`src/sv/btlv_pkg.sv`:
```
// Package with the word types and status codes of the BER-TLV stream parser.
`default_nettype none

package btlv_pkg;

  localparam int TAG_W   = 24;
  localparam int VLEN_W  = 16;

  typedef logic [1:0] status_t;

  localparam status_t ST_OK          = 2'd0;
  localparam status_t ST_TRUNCATED   = 2'd1;
  localparam status_t ST_UNSUPPORTED = 2'd2;

  typedef struct packed {
    logic [7:0] data_byte;
    logic       end_of_list;
  } byte_word_t;

  typedef struct packed {
    logic [TAG_W-1:0]  tag;
    logic [7:0]        value_byte;
    logic [VLEN_W-1:0] value_index;
    logic              value_present;
    logic              last_of_element;
    status_t           status;
  } res_word_t;

endpackage

`default_nettype wire

```
`src/sv/ber_tlv_stream_parser.sv`:
```
// Top level of the BER-TLV stream parser: bytes in, tagged value words out.
//
//   channel | direction | handshake                 | word
//   --------+-----------+---------------------------+---------------------------------
//   byte    | in        | byte_valid / byte_stall   | byte_data  (byte_word_t)
//   res     | out       | res_valid  / res_stall    | res_data   (res_word_t)
//
// Each byte is held in the input register, then its parse step may write a word into
// the result register. A new byte is taken every cycle; the only limit is the result
// register, which must be free or being taken.
// Reset (rst, synchronous, active high) clears both stages and puts the parser in the
// state that expects the first tag byte of a list.
// byte_stall rises only while a byte sits in the input register and the result
// register holds a word that res_stall keeps from leaving.
`default_nettype none

module ber_tlv_stream_parser
  import btlv_pkg::*;
#(
  parameter int MAX_LENGTH_BYTES = 2
) (
  input  logic       clk,
  input  logic       rst,
  input  logic       byte_valid,
  output logic       byte_stall,
  input  byte_word_t byte_data,
  output logic       res_valid,
  input  logic       res_stall,
  output res_word_t  res_data
);

  // Width of the count of long-form length bytes still to come.
  localparam int LW = $clog2(MAX_LENGTH_BYTES + 1);

  typedef enum logic [2:0] {
    PH_TAG1,
    PH_TAG2,
    PH_TAG3,
    PH_LEN1,
    PH_LENX,
    PH_VALUE
  } phase_t;

  // Input register.
  logic       s1_valid;
  byte_word_t s1_word;

  // Parse state.
  phase_t            phase, phase_next;
  logic [TAG_W-1:0]  tag_accum, tag_accum_next;
  logic [LW-1:0]     len_left, len_left_next;
  logic [VLEN_W-1:0] value_length, value_length_next;
  logic [VLEN_W-1:0] value_count, value_count_next;
  logic              halted, halted_next;

  // Result of one parse step.
  logic      emit;
  res_word_t emit_word;

  logic out_free;
  logic s1_go;

  // The result register can take a new word when it is empty or its word leaves now.
  assign out_free   = !res_valid || !res_stall;
  assign s1_go      = s1_valid && out_free;
  assign byte_stall = s1_valid && !out_free;

  always_ff @(posedge clk) begin
    if (rst) begin
      s1_valid <= 1'b0;
    end else if (!byte_stall) begin
      s1_valid <= byte_valid;
    end
    if (!byte_stall) begin
      s1_word <= byte_data;
    end
  end

  // One parse step on the byte held in the input register.
  always_comb begin
    logic [7:0]        b;
    logic              eol;
    logic [6:0]        n;
    logic [VLEN_W-1:0] new_len;
    logic              go_idle;
    logic              check_eol;
    logic              unsup;
    logic              at_last;

    b         = s1_word.data_byte;
    eol       = s1_word.end_of_list;
    n         = b[6:0];
    new_len   = {value_length[VLEN_W-9:0], b};
    go_idle   = 1'b0;
    check_eol = 1'b0;
    unsup     = 1'b0;
    at_last   = ({1'b0, value_count} + (VLEN_W+1)'(1)) >= {1'b0, value_length};

    phase_next        = phase;
    tag_accum_next    = tag_accum;
    len_left_next     = len_left;
    value_length_next = value_length;
    value_count_next  = value_count;
    halted_next       = halted;

    emit                      = 1'b0;
    emit_word.tag             = '0;
    emit_word.value_byte      = '0;
    emit_word.value_index     = '0;
    emit_word.value_present   = 1'b0;
    emit_word.last_of_element = 1'b0;
    emit_word.status          = ST_OK;

    if (halted) begin
      // Skip everything up to the end of the list after an unsupported length.
      if (eol) begin
        halted_next = 1'b0;
        go_idle     = 1'b1;
      end
    end else begin
      unique case (phase)
        PH_TAG1: begin
          tag_accum_next = {{(TAG_W-8){1'b0}}, b};
          phase_next     = (b[4:0] == 5'h1F) ? PH_TAG2 : PH_LEN1;
          check_eol      = 1'b1;
        end
        PH_TAG2: begin
          tag_accum_next = {tag_accum[TAG_W-9:0], b};
          phase_next     = b[7] ? PH_TAG3 : PH_LEN1;
          check_eol      = 1'b1;
        end
        PH_TAG3: begin
          tag_accum_next = {tag_accum[TAG_W-9:0], b};
          phase_next     = PH_LEN1;
          check_eol      = 1'b1;
        end
        PH_LEN1: begin
          if (b[7]) begin
            if (n == 7'd0 || n > 7'(MAX_LENGTH_BYTES)) begin
              unsup = 1'b1;
            end else begin
              len_left_next     = n[LW-1:0];
              value_length_next = '0;
              phase_next        = PH_LENX;
              check_eol         = 1'b1;
            end
          end else begin
            value_length_next = {{(VLEN_W-8){1'b0}}, b};
            value_count_next  = '0;
            if (b == 8'd0) begin
              // A zero-length element gives one word with no value.
              emit                      = 1'b1;
              emit_word.last_of_element = 1'b1;
              go_idle                   = 1'b1;
            end else begin
              phase_next = PH_VALUE;
              check_eol  = 1'b1;
            end
          end
        end
        PH_LENX: begin
          if (value_length[VLEN_W-1:VLEN_W-8] != 8'd0) begin
            // The length would not fit in sixteen bits.
            unsup = 1'b1;
          end else begin
            value_length_next = new_len;
            len_left_next     = len_left - LW'(1);
            check_eol         = 1'b1;
            if (len_left == LW'(1)) begin
              value_count_next = '0;
              if (new_len == '0) begin
                emit                      = 1'b1;
                emit_word.last_of_element = 1'b1;
                go_idle                   = 1'b1;
                check_eol                 = 1'b0;
              end else begin
                phase_next = PH_VALUE;
              end
            end
          end
        end
        PH_VALUE: begin
          emit                    = 1'b1;
          emit_word.value_byte    = b;
          emit_word.value_index   = value_count;
          emit_word.value_present = 1'b1;
          if (at_last) begin
            emit_word.last_of_element = 1'b1;
            go_idle                   = 1'b1;
          end else if (eol) begin
            emit_word.last_of_element = 1'b1;
            emit_word.status          = ST_TRUNCATED;
            go_idle                   = 1'b1;
          end else begin
            value_count_next = value_count + VLEN_W'(1);
          end
        end
        default: begin
          go_idle = 1'b1;
        end
      endcase
    end

    if (unsup) begin
      // Report once, then ignore the rest of the list unless it ends on this byte.
      emit                      = 1'b1;
      emit_word.last_of_element = 1'b1;
      emit_word.status          = ST_UNSUPPORTED;
      go_idle                   = 1'b1;
      halted_next               = !eol;
    end else if (check_eol && eol) begin
      // The list ended in the tag or length part of an element.
      emit                      = 1'b1;
      emit_word.last_of_element = 1'b1;
      emit_word.status          = ST_TRUNCATED;
      go_idle                   = 1'b1;
    end

    // The tag field always shows the tag as it stands after this byte.
    emit_word.tag = tag_accum_next;

    if (go_idle) begin
      phase_next        = PH_TAG1;
      len_left_next     = '0;
      value_length_next = '0;
      value_count_next  = '0;
    end
  end

  always_ff @(posedge clk) begin
    if (rst) begin
      phase        <= PH_TAG1;
      tag_accum    <= '0;
      len_left     <= '0;
      value_length <= '0;
      value_count  <= '0;
      halted       <= 1'b0;
    end else if (s1_go) begin
      phase        <= phase_next;
      tag_accum    <= tag_accum_next;
      len_left     <= len_left_next;
      value_length <= value_length_next;
      value_count  <= value_count_next;
      halted       <= halted_next;
    end
  end

  // Result register.
  always_ff @(posedge clk) begin
    if (rst) begin
      res_valid <= 1'b0;
    end else if (out_free) begin
      res_valid <= s1_go && emit;
    end
    if (out_free) begin
      res_data <= emit_word;
    end
  end

endmodule

`default_nettype wire

```
`config.mk`:
```
export PLATFORM = sky130hd
export DESIGN_NAME = ber_tlv_stream_parser
export DESIGN_NICKNAME = d
export VERILOG_FILES = /design/src/sv/btlv_pkg.sv /design/src/sv/ber_tlv_stream_parser.sv
export SDC_FILE = /design/constraint.sdc
export NUM_CORES = 1
export LEC_CHECK = 0
export ABC_AREA = 0
export BUFFER_PORTS_ARGS = -buffer_cell sky130_fd_sc_hd__buf_2
export CAP_MARGIN = 20
export CORE_ASPECT_RATIO = 0.8
export CORE_MARGIN = 1
export CORE_UTILIZATION = 25
export DETAILED_ROUTE_END_ITERATION = 8
export PLACE_DENSITY = 0.39
export SKIP_LAST_GASP = 1
export SYNTH_ARGS = -nofsm -noshare
export SYNTH_HDL_FRONTEND = slang
export SYNTH_SLANG_ARGS = --single-unit
```
`constraint.sdc`:
```
create_clock -name clk -period 6.9 [get_ports clk]
set_input_delay 1.38 -clock clk [delete_from_list [all_inputs] [get_ports clk]]
set_output_delay 1.38 -clock clk [all_outputs]
set_load 0.02 [all_outputs]
```
## Word level (Yosys, flattened, before mapping)

Cells that the tools add are included.

- Reduce and logical (&&, ||, !) cells: 26
- Equal/unequal tests: 18
- Bitwise operators: 1
- Magnitude comparators: 2
- $add $sub $neg: 3
- Multiplexer cells: 72

Operators with widths:

| kind | count |
|---|---|
| 16-bit two-way mux | 12 |
| 16-bit case mux with 3 select lines | 1 |
| 24-bit case mux with 2 select lines | 1 |
| 16-bit case mux with 2 select lines | 1 |
| 1-bit two-way mux | 30 |
| 3-bit two-way mux | 10 |
| 24-bit two-way mux | 1 |
| 3-bit != test (second input constant) | 8 |
| 2-bit two-way mux | 9 |
| 16-bit by 1-bit adder with 17-bit output (second input constant) | 1 |
| 17-bit by 16-bit >= comparator with 1-bit output | 1 |
| 16-bit by 1-bit adder with 16-bit output (second input constant) | 1 |
| 16-bit zero test | 1 |
| 8-bit AND reduction | 2 |
| 3-bit case mux with 5 select lines | 1 |
| 1-bit case mux with 3 select lines | 3 |
| 8-bit zero test | 1 |
| 4-bit != test (second input constant) | 2 |
| 8-bit nonzero test | 1 |
| 7-bit by 2-bit > comparator with 1-bit output (second input constant) | 1 |
| 7-bit zero test | 1 |
| 3-bit by 2-bit == test with 1-bit output (second input constant) | 2 |
| 3-bit == test (second input constant) | 2 |
| 6-bit AND reduction | 1 |
| other kinds (19) | 28 |

- Bits in registers: 125
- Bits of input ports: 13

## Logic depth before layout (Yosys ltp)

Gate-level depths: netlist of run 1.

- Depth after elaboration: 11
- Mapped depth: 17

## Least setup slack after synthesis of run 1

OpenSTA, ideal clock, no wires.

- Kind: in2reg
- Start: in res_stall
- End: reg value_length[15]
- Path buffers: 2
- Stages on the path: 6
- Slack: 3.041 ns
- Arrival: 3.738 ns
- Data required time: 6.779 ns
- Path through: nand2_1 > and2_1 > clkbuf_1 > o21ai_4 > buf_12 > mux2_4

- Longest elaborated chain between the ends: 4

Ends and longest elaborated chain:

| item | line | text |
|---|---|---|
| start: declaration | ber_tlv_stream_parser.sv:28 | `input logic res_stall,` |
| 1-bit zero test | ber_tlv_stream_parser.sv:64 | `assign out_free = !res_valid \|\| !res_stall;` |
| 1-bit logical OR | ber_tlv_stream_parser.sv:64 |  |
| 1-bit logical AND | ber_tlv_stream_parser.sv:65 | `assign s1_go = s1_valid && out_free;` |
| 5-bit AND reduction (no line) | n/a |  |
| end signal: assignment | ber_tlv_stream_parser.sv:242 | `value_length <= value_length_next;` |
| end: declaration | ber_tlv_stream_parser.sv:52 | `logic [VLEN_W-1:0] value_length, value_length_next;` |

No other way between the ends.
A chain may end at the register's enable or synchronous reset.

## Worst setup path after layout of run 1

- Start: reg value_count[2]
- End: reg value_length[13]

- Longest elaborated chain between the ends: 9

Ends and longest elaborated chain:

| item | line | text |
|---|---|---|
| start: declaration | ber_tlv_stream_parser.sv:53 | `logic [VLEN_W-1:0] value_count, value_count_next;` |
| start signal: assignment | ber_tlv_stream_parser.sv:243 | `value_count <= value_count_next;` |
| 16-bit by 1-bit adder with 17-bit output * | ber_tlv_stream_parser.sv:97 | `at_last = ({1'b0, value_count} + (VLEN_W+1)'(1)) >= {1'b0, value_length};` |
| 17-bit by 16-bit >= comparator with 1-bit output * | ber_tlv_stream_parser.sv:97 |  |
| 1-bit two-way mux * | ber_tlv_stream_parser.sv:187 | `if (at_last) begin` |
| 1-bit case mux with 4 select lines * | ber_tlv_stream_parser.sv:121 | `unique case (phase)` |
| 1-bit two-way mux * | ber_tlv_stream_parser.sv:114 | `if (halted) begin` |
| 1-bit two-way mux * | ber_tlv_stream_parser.sv:211 | `end else if (check_eol && eol) begin` |
| 1-bit two-way mux * | ber_tlv_stream_parser.sv:204 | `if (unsup) begin` |
| 4-bit != test (no line), or another cell as far along | n/a |  |
| 5-bit AND reduction (no line) | n/a |  |

Every way passes the cells marked *; elsewhere a longest branch is shown, timed or not.

==> results of run 1 <==
## synthesized netlist by cell type, types with 2 or more instances
cell	instances
a211oi_1	5
a21o_1	2
a21oi_1	25
a311oi_1	2
a31o_2	2
a31oi_1	3
a32oi_1	6
a41oi_1	2
and2_1	27
and3_1	3
and4_1	2
buf_1	4
buf_2	4
buf_4	2
clkbuf_1	28
dfxtp_1	64
edfxtp_1	61
ha_1	18
inv_1	27
mux2_2	6
mux2i_1	9
nand2_1	114
nand2b_1	15
nand3_1	29
nand3b_1	6
nand4_1	8
nand4b_1	11
nor2_1	51
nor2b_1	11
nor3_1	15
nor3b_1	4
nor4_1	13
o211ai_1	2
o21ai_0	15
o2bb2ai_1	8
o311ai_0	3
o31ai_1	3
o41ai_2	4
or2_2	4
or3_1	2
xnor2_1	9
xor2_1	6
## power groups by stage
stage	combinational (mW)	sequential (mW)	clock [mW]
detailed placement	0.101	0.830	0
global route	0.110	0.816	0.928
global placement	0.101	0.830	0
finish	0.100	0.814	0.865
floorplan	0.0577	0.836	0
CTS	0.101	0.814	0.892
## final cells by class
type                       count  area [sq um]  area share, %
clock buffer                  17           425           5.75
multi-input combinational    462          2850           38.5
timing repair buffer          71           370           5.00
inverter                      27           101           1.37
tap                          318           398           5.38
sequential                   125          3110           42.1
clock inverter                15           140           1.89
## registers in the layout, summed over array words and instances (netlist names)
signal        flops
res_data         52
tag_accum        24
value_count      16
value_length     16
s1_word           9
phase             3
len_left          2
halted            1
res_valid         1
s1_valid          1
## per-layer routing
layer  vias up  global-route usage [%]  part of all wire (%)
met5         -                       0                     0
met4         0                    4.37                   1.2
met3        14                    3.35                   4.7
met2       111                    19.0                    40
met1      2383                    21.4                    54
li1       2434                       -                     -
## final timing paths
path                            cells past startpoint                             to                   startpoint  slack [ns]
worst max-delay path                               14  value_length[13]$_SDFFE_PP0P_  value_count[2]$_SDFFE_PP0P_        2.52
worst min-delay path                                2     tag_accum[22]$_SDFFE_PP0P_   tag_accum[22]$_SDFFE_PP0P_        0.46
worst max register to register                     14  value_length[13]$_SDFFE_PP0P_  value_count[2]$_SDFFE_PP0P_        2.52
worst min register to register                      2     tag_accum[22]$_SDFFE_PP0P_   tag_accum[22]$_SDFFE_PP0P_        0.46
## kinds of logic (layout without fill, tap and decap cells)
family                     Yosys count  in the layout  synth area share, %
adders and majority gates           18             18                 3.62
AOI/OAI and AO/OA                   93             93                 11.4
DFF                                125            125                 50.0
muxes                               16             16                 2.77
buffers and inverters               66            130                 4.44
xor gates and xnor gates            15             15                 2.11
and+or+nand+nor                    320            320                 25.7
## critical path: cells and delay by family (launching register included)
| family | cells | cell delay (ns) |
|---|---|---|
| AND/OR/NAND/NOR | 7 | 1.72 |
| AO/OA/AOI/OAI | 3 | 1.16 |
| flip-flops | 1 | 0.42 |
| multiplexers | 1 | 0.40 |
| adder cells (fa/ha/maj) | 1 | 0.29 |
| XOR/XNOR | 1 | 0.16 |
| buffers and inverters | 1 | 0.08 |
## per-stage QoR
stage | hold slack [ns] | cells | total power, mW | setup slack, ns | cell area (sq um)
floorplan | 0.432 | 653 | 0.894 | 3.04 | 6230
detailed placement | 0.447 | 1003 | 0.932 | 2.54 | 6840
finish | 0.456 | 1035 | 1.78 | 2.52 | 7400
global placement | 0.442 | 1003 | 0.931 | 2.71 | 6840
CTS | 0.456 | 1035 | 1.81 | 2.52 | 7400
global route | 0.472 | 1035 | 1.85 | 2.12 | 7400
==> impl_metrics.yaml, run 1 <==
clock_tree:
  cts_tree: "done"
  cts_setup_buffers: 0
  cts_buffers: 17
  postCtsHoldBufs: 0
  cts-htree-levels: 4
  postCtsResizedCells: 0
  cts_max_path_buffers: 2
  clkTransAtPathRegs_ns: 0.07
  clock_sinks: 125
  clock_latency_ns: 0.42
  cts_root_buf: "clkbuf_16"
setup_path:
  crit_top_cell: "nor2_1"
  cp.arrival_ns: 4.68
  crit_required_ns: 7.20
  crit_path_max_incr_delay_ns: 0.63
  worstSetupPathType: "reg -> reg"
  start_kind: "register"
  slowest_stage: "o21ai_4"
  worst-path-max-fanout: 16
  end_kind: "register"
  path_cells: "and3_1, nand3_1, nor2_1, nand2_1, nor2_1, xnor2_1, inv_1, ha_1, or2_2, a41oi_1, and4_1, o221ai_2, o21ai_4, mux2_2"
floorplan:
  dieArea_sq_um: 25600
  core_area_sq_um: 24400
  start_util_pct: 25.6
  chipWidth_microns: 178
  rows: 51
  die_y_microns: 143
  ios: 67
power:
  pwr-share-clk_pct: 48.6
  ir_drop_uv: 149
  leakagePower_nw: 2.98
  p_seq_share_pct: 45.8
  internal_power_mw: 1.30
  p_per_area_nw_per_um2: 240
  switching_share_pct: 26.8
  p_comb_share_pct: 5.6
  p_switching_uw: 477
synth:
  synth_area_leaders: "edfxtp_1, dfxtp_1, nand2_1"
  syn_area_per_cell_sq_um: 9.54
  synth.yosys.warnings: 0
  postSynthCellCount: 653
  ys_seq_area_share_pct: 50.0
  synth_ff_type: "dfxtp_1"
  synth_top_area_share_pct: 29.4
  synth_seq_cells: 125
  yosys.cell_types.count: 60
  synth_edf_count: 61
  netlist_area_sq_um: 6230
  synthArstFlopShare_pct: 0
  synth_top_area_cell: "edfxtp_1"
  synth.net_count: 684
place:
  routabilityCongestion: 0.847
  portBuffers: 66
  dp.final_hpwl_microns: 11800
min_path:
  worstHoldPathType: "reg -> reg"
timing:
  fin_setup_tns_ns: 0
  slew_violations: 0
  max_clock_freq_ghz: 0.228
  grt_setup_unrepaired: "false"
  finalSetupViolCount: 0
  period_needed_ns: 4.38
  hold_violations: 0
  max_slew.worst_pin.slew_ns: 0.960
  period_share_pct: 63.4
  finClkSkew_ns: 0.0112
  relSlewSlack_pct: 35.8
layout:
  layout.cells.most_common: "nand2_1"
  syn2layout_area_growth_pct: 18.8
  nNetsFinal: 735
  drive_gt1_share_pct: 18.4
  fillers: 2547
  post-route-util_pct: 30.4
  final_cell_mix: "nand2_1, buf_2, dfxtp_1, edfxtp_1, nor2_1"
  diodes: 0
status:
  status: "finished, final reports clean"
drt:
  drtAntennaViolNets: 0
  routed_wl_microns: 17100
  drcViolationCount: 0
  viasPerCell: 4.77
  vias: 4942
  drtIter0Drc: 450
  avgRoutedWirePerCell_microns: 16.5
  first_pass_iters: 5
global_route:
  grt_max_degree: 91
  first_global_vias: 4712
  grt_use_total_pct: 14.0
  grt_pass1_wl_microns: 26900
  antenna_found_initial: 0
  grt_overflow: 0
job:
  cap_viol_max_count: 0
Note: power is estimated with default switching activity, not from simulation.
==> run 2: changes to the inputs <==
==> constraint.sdc (replaced) <==
create_clock -name clk -period 4.1 [get_ports clk]
set_input_delay 0.82 -clock clk [delete_from_list [all_inputs] [get_ports clk]]
set_output_delay 0.82 -clock clk [all_outputs]
set_load 0.02 [all_outputs]
==> run 2 against run 1 <==
Die area unchanged. Worst hold slack about the same. Register-to-register slack worse by 2.2 ns. Cell count up 0.87%. Via count up 0.36%. Critical endpoint is now value_length[15]$_SDFFE_PP0P_.
==> impl_metrics.yaml, run 2 (synthesized netlist as in run 1, its figures left out) <==
setup_path:
  end_kind: "register"
  crit_required_ns: 4.41
  reg2reg_slack_ns: 0.34
  crit_path_max_incr_delay_ns: 0.41
  cp_num_buf_inv: 1
  worst-path-max-fanout: 8
  reg2reg_from: "value_count[0]$_SDFFE_PP0P_"
  worstSetupPathType: "reg -> reg"
  start_kind: "register"
  slowest_stage: "or2_2"
  reg2regPathDepth: 14
  path_cells: "ha_1, nand3_2, or2_2, nor2_1, xor2_1, ha_1, a211oi_1, o21ai_0, a41oi_1, and4_1, o221ai_2, o21ai_4, buf_4, mux2_4"
  crit_top_cell: "ha_1"
  r2r_end: "value_length[15]$_SDFFE_PP0P_"
  cp.arrival_ns: 4.06
  cp_top_family: "compound AO/OA/AOI/OAI gates"
timing:
  finClkSkew_ns: 0.00840
  hold_violations: 0
  relSlewSlack_pct: 34.7
  fin_setup_tns_ns: 0
  grt_setup_unrepaired: "false"
  period_needed_ns: 3.76
  period_share_pct: 91.7
  finalSetupViolCount: 0
  slew_violations: 0
  max_clock_freq_ghz: 0.266
  max_slew.worst_pin.slew_ns: 0.970
layout:
  drive_gt1_share_pct: 20.1
  syn2layout_area_growth_pct: 21.1
  fin_area_sq_um: 7540
  diodes: 0
  largest_reg_flops: 52
  nNetsFinal: 744
  top_regs: "res_data x52, tag_accum x24"
  regMostFlops: "res_data"
  final_cell_mix: "nand2_1, buf_2, dfxtp_1, edfxtp_1, nor2_1"
  layout.cells.most_common: "nand2_1"
clock_tree:
  cts_root_buf: "clkbuf_16"
  clock_latency_ns: 0.42
  cts_tree: "done"
  cts_max_path_buffers: 2
  cts-htree-levels: 4
  clock_sinks: 125
  cts_buffers: 17
  clkTransAtPathRegs_ns: 0.06
power:
  leakagePower_nw: 3.05
  ir_drop_uv: 259
  p_per_area_nw_per_um2: 412
  p_total_mw: 3.11
min_path:
  worstHoldPathType: "reg -> reg"
  hold_depth: 2
  worstHoldEndpoint: "tag_accum[21]$_SDFFE_PP0P_"
  hold_start: "tag_accum[21]$_SDFFE_PP0P_"
global_route:
  grt_overflow: 0
  antenna_found_initial: 0
  grt_max_degree: 54
  grt_use_total_pct: 14.0
  grt_pass1_wl_microns: 26600
  first_global_vias: 4579
drt:
  drtIter0Drc: 421
  drcViolationCount: 0
  vias: 4960
  avgRoutedWirePerCell_microns: 16.5
  viasPerCell: 4.75
  drtAntennaViolNets: 0
  routed_wl_microns: 17200
  first_pass_iters: 5
status:
  status: "finished, final reports clean"
floorplan:
  die_y_microns: 143
  core_area_sq_um: 24400
  chipWidth_microns: 178
  ios: 67
  rows: 51
  start_util_pct: 25.6
  dieArea_sq_um: 25600
place:
  routabilityCongestion: 0.888
  dp.final_hpwl_microns: 12100
  portBuffers: 66
  dpl-instance-area_sq_um: 6890
job:
  cap_viol_max_count: 0
-- run 2: cell count changes in the layout (fill, tap and decap cells not counted), sizes merged --
cell	delta
bufinv	+2
clkinv	+3
buf	+9
inv	-7
clkbuf	+2
-- run 2: repair_timing --
action / in CTS / in global routing
gates resized for setup: 0 / 5
setup buffers: 0 / 2
hold buffers: 0 / 0
endpoints found under the setup margin: 0 / 21
-- run 2: metal layers --
metal  part of all wire, %  vias to the layer above  GRT usage [%]
met5                     0                        -              0
met4                  0.87                        0           3.79
met3                   5.9                       14           4.31
met2                    40                      134           18.8
met1                    53                     2359           21.1
li1                      -                     2453              -
-- run 2: worst max-delay path by stage --
stage / start / end / slack, ns / depth (start not counted)
finish: value_count[0]$_SDFFE_PP0P_ / value_length[15]$_SDFFE_PP0P_ / 0.34 / 14
global route: value_count[0]$_SDFFE_PP0P_ / value_length[15]$_SDFFE_PP0P_ / 0.04 / 14
CTS: value_count[0]$_SDFFE_PP0P_ / value_length[1]$_SDFFE_PP0P_ / 0.14 / 14
detailed placement: value_count[0]$_SDFFE_PP0P_ / value_length[1]$_SDFFE_PP0P_ / 0.18 / 14
global placement: value_count[0]$_SDFFE_PP0P_ / value_length[3]$_SDFFE_PP0P_ / 0.30 / 14
floorplan: value_count[0]$_SDFFE_PP0P_ / value_length[15]$_SDFFE_PP0P_ / 0.51 / 15
-- run 2: stage by stage --
step	util [%]	setup WS, ns	std cells	hold slack [ns]
CTS	30.8	0.143	1042	0.456
detailed placement	28.2	0.177	1010	0.447
global placement	28.2	0.300	1010	0.442
finish	30.9	0.342	1044	0.456
global route	30.9	0.0384	1044	0.468
floorplan	-	0.514	653	0.432
-- run 2: area by class of cell --
cell class                      count  area, sq um
Fill cell                        2550        16800
Sequential cell                   125         3110
Multi-Input combinational cell    462         2880
Clock buffer                       19          464
Timing Repair Buffer               80          435
Tap cell                          318          398
Clock inverter                     13          155
Inverter                           27          101
-- run 2: worst register-to-register path, cell delays in order (launching register included) --
cell	delay [ns]
dfxtp_1	0.40
ha_1	0.27
nand3_2	0.17
or2_2	0.41
nor2_1	0.14
xor2_1	0.21
ha_1	0.28
a211oi_1	0.20
o21ai_0	0.15
a41oi_1	0.26
and4_1	0.26
o221ai_2	0.13
o21ai_4	0.28
buf_4	0.18
mux2_4	0.29
-- run 2: power by group --
group / leakage [nW] / internal, mW / total, mW / switching [mW]
sequential: 1.23 / 1.34 / 1.37 / 0.0292
combinational: 1.53 / 0.0552 / 0.177 / 0.122
clock: 0.293 / 0.960 / 1.57 / 0.606
==> run 3: changes to the inputs <==
==> constraint.sdc (replaced) <==
create_clock -name clk -period 4.1 [get_ports clk]
set_input_delay 0 -clock clk [delete_from_list [all_inputs] [get_ports clk]]
set_output_delay 0 -clock clk [all_outputs]
set_load 0.02 [all_outputs]
==> run 3 against run 2 <==
Largest power group unchanged. Highest routed layer unchanged. Worst hold slack worse by 0.21 ns. Register-to-register slack worse by 0.11 ns. Global-route usage is 0.32 points higher. Wire length up 1.6%. Clock-buffer cell count shrank 1. Largest cell class unchanged. Clock power is essentially flat. Maximum frequency shrank 2.9%. First-iteration DRC count fell by 2.4%. Combinational power is 6% higher. Die area is the same. Clock skew grew 0.00081 ns.
==> impl_metrics.yaml, run 3 (synthesized netlist as in run 1, its figures left out) <==
layout:
  nNetsFinal: 758
  seq_area_sq_um: 3110
  layout.cells.most_common: "nand2_1"
  largest_reg_flops: 52
  multi_input_area_sq_um: 2870
  diodes: 0
  drive_gt1_share_pct: 19.6
  fin_area_sq_um: 7650
  final_cell_mix: "nand2_1, buf_2, dfxtp_1, edfxtp_1, nor2_1"
  fillers: 2554
  top_regs: "res_data x52, tag_accum x24"
  regMostFlops: "res_data"
  syn2layout_area_growth_pct: 22.9
power:
  switching_share_pct: 24.5
  p_comb_share_pct: 6.0
  p_per_area_nw_per_um2: 406
  ir_drop_uv: 268
  leakagePower_nw: 3.11
  p_switching_uw: 762
  internal_power_mw: 2.34
  p_seq_share_pct: 44.1
  pwr-share-clk_pct: 49.9
floorplan:
  dieArea_sq_um: 25600
  ios: 67
  start_util_pct: 25.6
  rows: 51
  die_y_microns: 143
  core_area_sq_um: 24400
  chipWidth_microns: 178
timing:
  max_clock_freq_ghz: 0.258
  period_share_pct: 94.4
  slew_violations: 0
  setup_slack_ns: 0.229
  relSlewSlack_pct: 37.2
  max_slew.worst_pin.slew_ns: 0.938
  finalSetupViolCount: 0
  finClkSkew_ns: 0.00921
  period_needed_ns: 3.87
  hold_violations: 0
setup_path:
  r2r_end: "value_length[11]$_SDFFE_PP0P_"
  cp.arrival_ns: 4.18
  startpoint: "value_count[0]$_SDFFE_PP0P_"
  slowest_stage: "or2_2"
  setup.worst_path.end: "value_length[11]$_SDFFE_PP0P_"
  reg2reg_from: "value_count[0]$_SDFFE_PP0P_"
  crit_top_cell: "ha_1"
  worstSetupPathType: "reg -> reg"
  path_depth: 14
  cp_num_buf_inv: 1
  start_kind: "register"
  reg2regPathDepth: 14
  cp_top_family: "simple AND/OR/NAND/NOR gates"
  path_cells: "ha_1, nand3_2, or2_2, nor2_1, xor2_1, ha_1, a211oi_1, o21ai_0, a41oi_1, and4_1, o221ai_2, o21ai_4, buf_4, mux2_2"
  end_kind: "register"
  crit_path_max_incr_delay_ns: 0.42
  crit_required_ns: 4.41
  worst-path-max-fanout: 7
  reg2reg_slack_ns: 0.23
drt:
  avgRoutedWirePerCell_microns: 16.6
  routed_wl_microns: 17500
  drcViolationCount: 0
  drtIter0Drc: 411
  drtAntennaViolNets: 0
  first_pass_iters: 5
  vias: 4992
  viasPerCell: 4.72
clock_tree:
  clock_sinks: 125
  cts_buffers: 17
  cts_tree: "done"
  clock_latency_ns: 0.42
  clkTransAtPathRegs_ns: 0.06
  cts_max_path_buffers: 2
  cts-htree-levels: 4
  cts_root_buf: "clkbuf_16"
min_path:
  worstHoldPathType: "in -> reg"
global_route:
  grt_max_degree: 91
  first_global_vias: 4740
  grt_pass1_wl_microns: 27400
  grt_overflow: 0
  antenna_found_initial: 0
  grt_use_total_pct: 14.3
place:
  dpl-instance-area_sq_um: 6880
  place_ws_ns: 0.152
  routabilityCongestion: 0.864
  dp.final_hpwl_microns: 12100
  portBuffers: 66
status:
  status: "finished, final reports clean"
job:
  cap_viol_max_count: 0
## run 3: cell count changes in the layout (fill, tap and decap cells not counted), moves of 2 or more
cell / change
inv_6: +3
dlygate4sd3_1: +11
clkinv_4: -2
buf_4: +4
clkinv_2: +2
## run 3: how the worst min path moves through the flow
| stage | depth (start not counted) | from | end |
|---|---|---|---|
| 3_3_place_gp | 1 | byte_data[2] | s1_word[2]$_DFFE_PN_ |
| 5_1_grt | 2 | rst | tag_accum[12]$_SDFFE_PP0P_ |
| 3_5_place_dp | 1 | byte_data[3] | s1_word[3]$_DFFE_PN_ |
| 2_1_floorplan | 0 | byte_data[0] | s1_word[0]$_DFFE_PN_ |
| 4_1_cts | 2 | rst | tag_accum[11]$_SDFFE_PP0P_ |
| 6_report | 2 | rst | tag_accum[13]$_SDFFE_PP0P_ |
## run 3: power groups by stage
stage          clock network (mW)  registers, mW  logic [mW]
6_report                     1.55           1.37       0.187
5_1_grt                      1.65           1.37       0.205
4_1_cts                      1.59           1.37       0.186
3_5_place_dp                    0           1.40       0.177
3_3_place_gp                    0           1.39       0.177
2_1_floorplan                   0           1.41      0.0972
## run 3: worst reg2reg max path, delay by kind of cell (launching register included)
kind                     cells  cell delay [ns]
adder cells (fa/ha/maj)      2             0.56
multiplexers                 1             0.32
AO/OA/AOI/OAI                5             1.01
XOR/XNOR                     1             0.22
buffers and inverters        1             0.18
flip-flops                   1             0.41
AND/OR/NAND/NOR              4             1.04
## run 3: area by class of cell
class | count | area share [%]
clock buffer | 18 | 5.88
timing repair buffer | 94 | 7.45
multi-input combinational | 462 | 37.4
sequential | 125 | 40.7
tap | 318 | 5.20
inverter | 27 | 1.32
clock inverter | 14 | 2.03
## run 3: timing repair
| item | 4_1_cts | 5_1_grt |
|---|---|---|
| hold buffers | 11 | 0 |
| hold endpoints to repair | 11 | 0 |
| endpoints found under the setup margin | 0 | 18 |
| buffers inserted | 0 | 6 |
| resized for setup | 0 | 2 |
## run 3: metal layers
layer / up-vias / share of wire, % / track usage, %
met5: - / 0 / 0
met4: 0 / 1.1 / 4.24
met3: 15 / 6.6 / 4.37
met2: 132 / 40 / 19.2
met1: 2376 / 52 / 21.4
li1: 2469 / - / -
## run 3: through the flow
step | utilization (%) | instances | total power [mW] | TNS, ns | hold slack [ns]
4_1_cts | 31.2 | 1052 | 3.15 | 0 | 0.220
3_3_place_gp | 28.2 | 1009 | 1.57 | 0 | 0.180
5_1_grt | 31.4 | 1058 | 3.23 | -0.0486 | 0.275
6_report | 31.4 | 1058 | 3.11 | 0 | 0.247
2_1_floorplan | - | 653 | 1.50 | 0 | 0.0989
3_5_place_dp | 28.2 | 1009 | 1.57 | 0 | 0.181
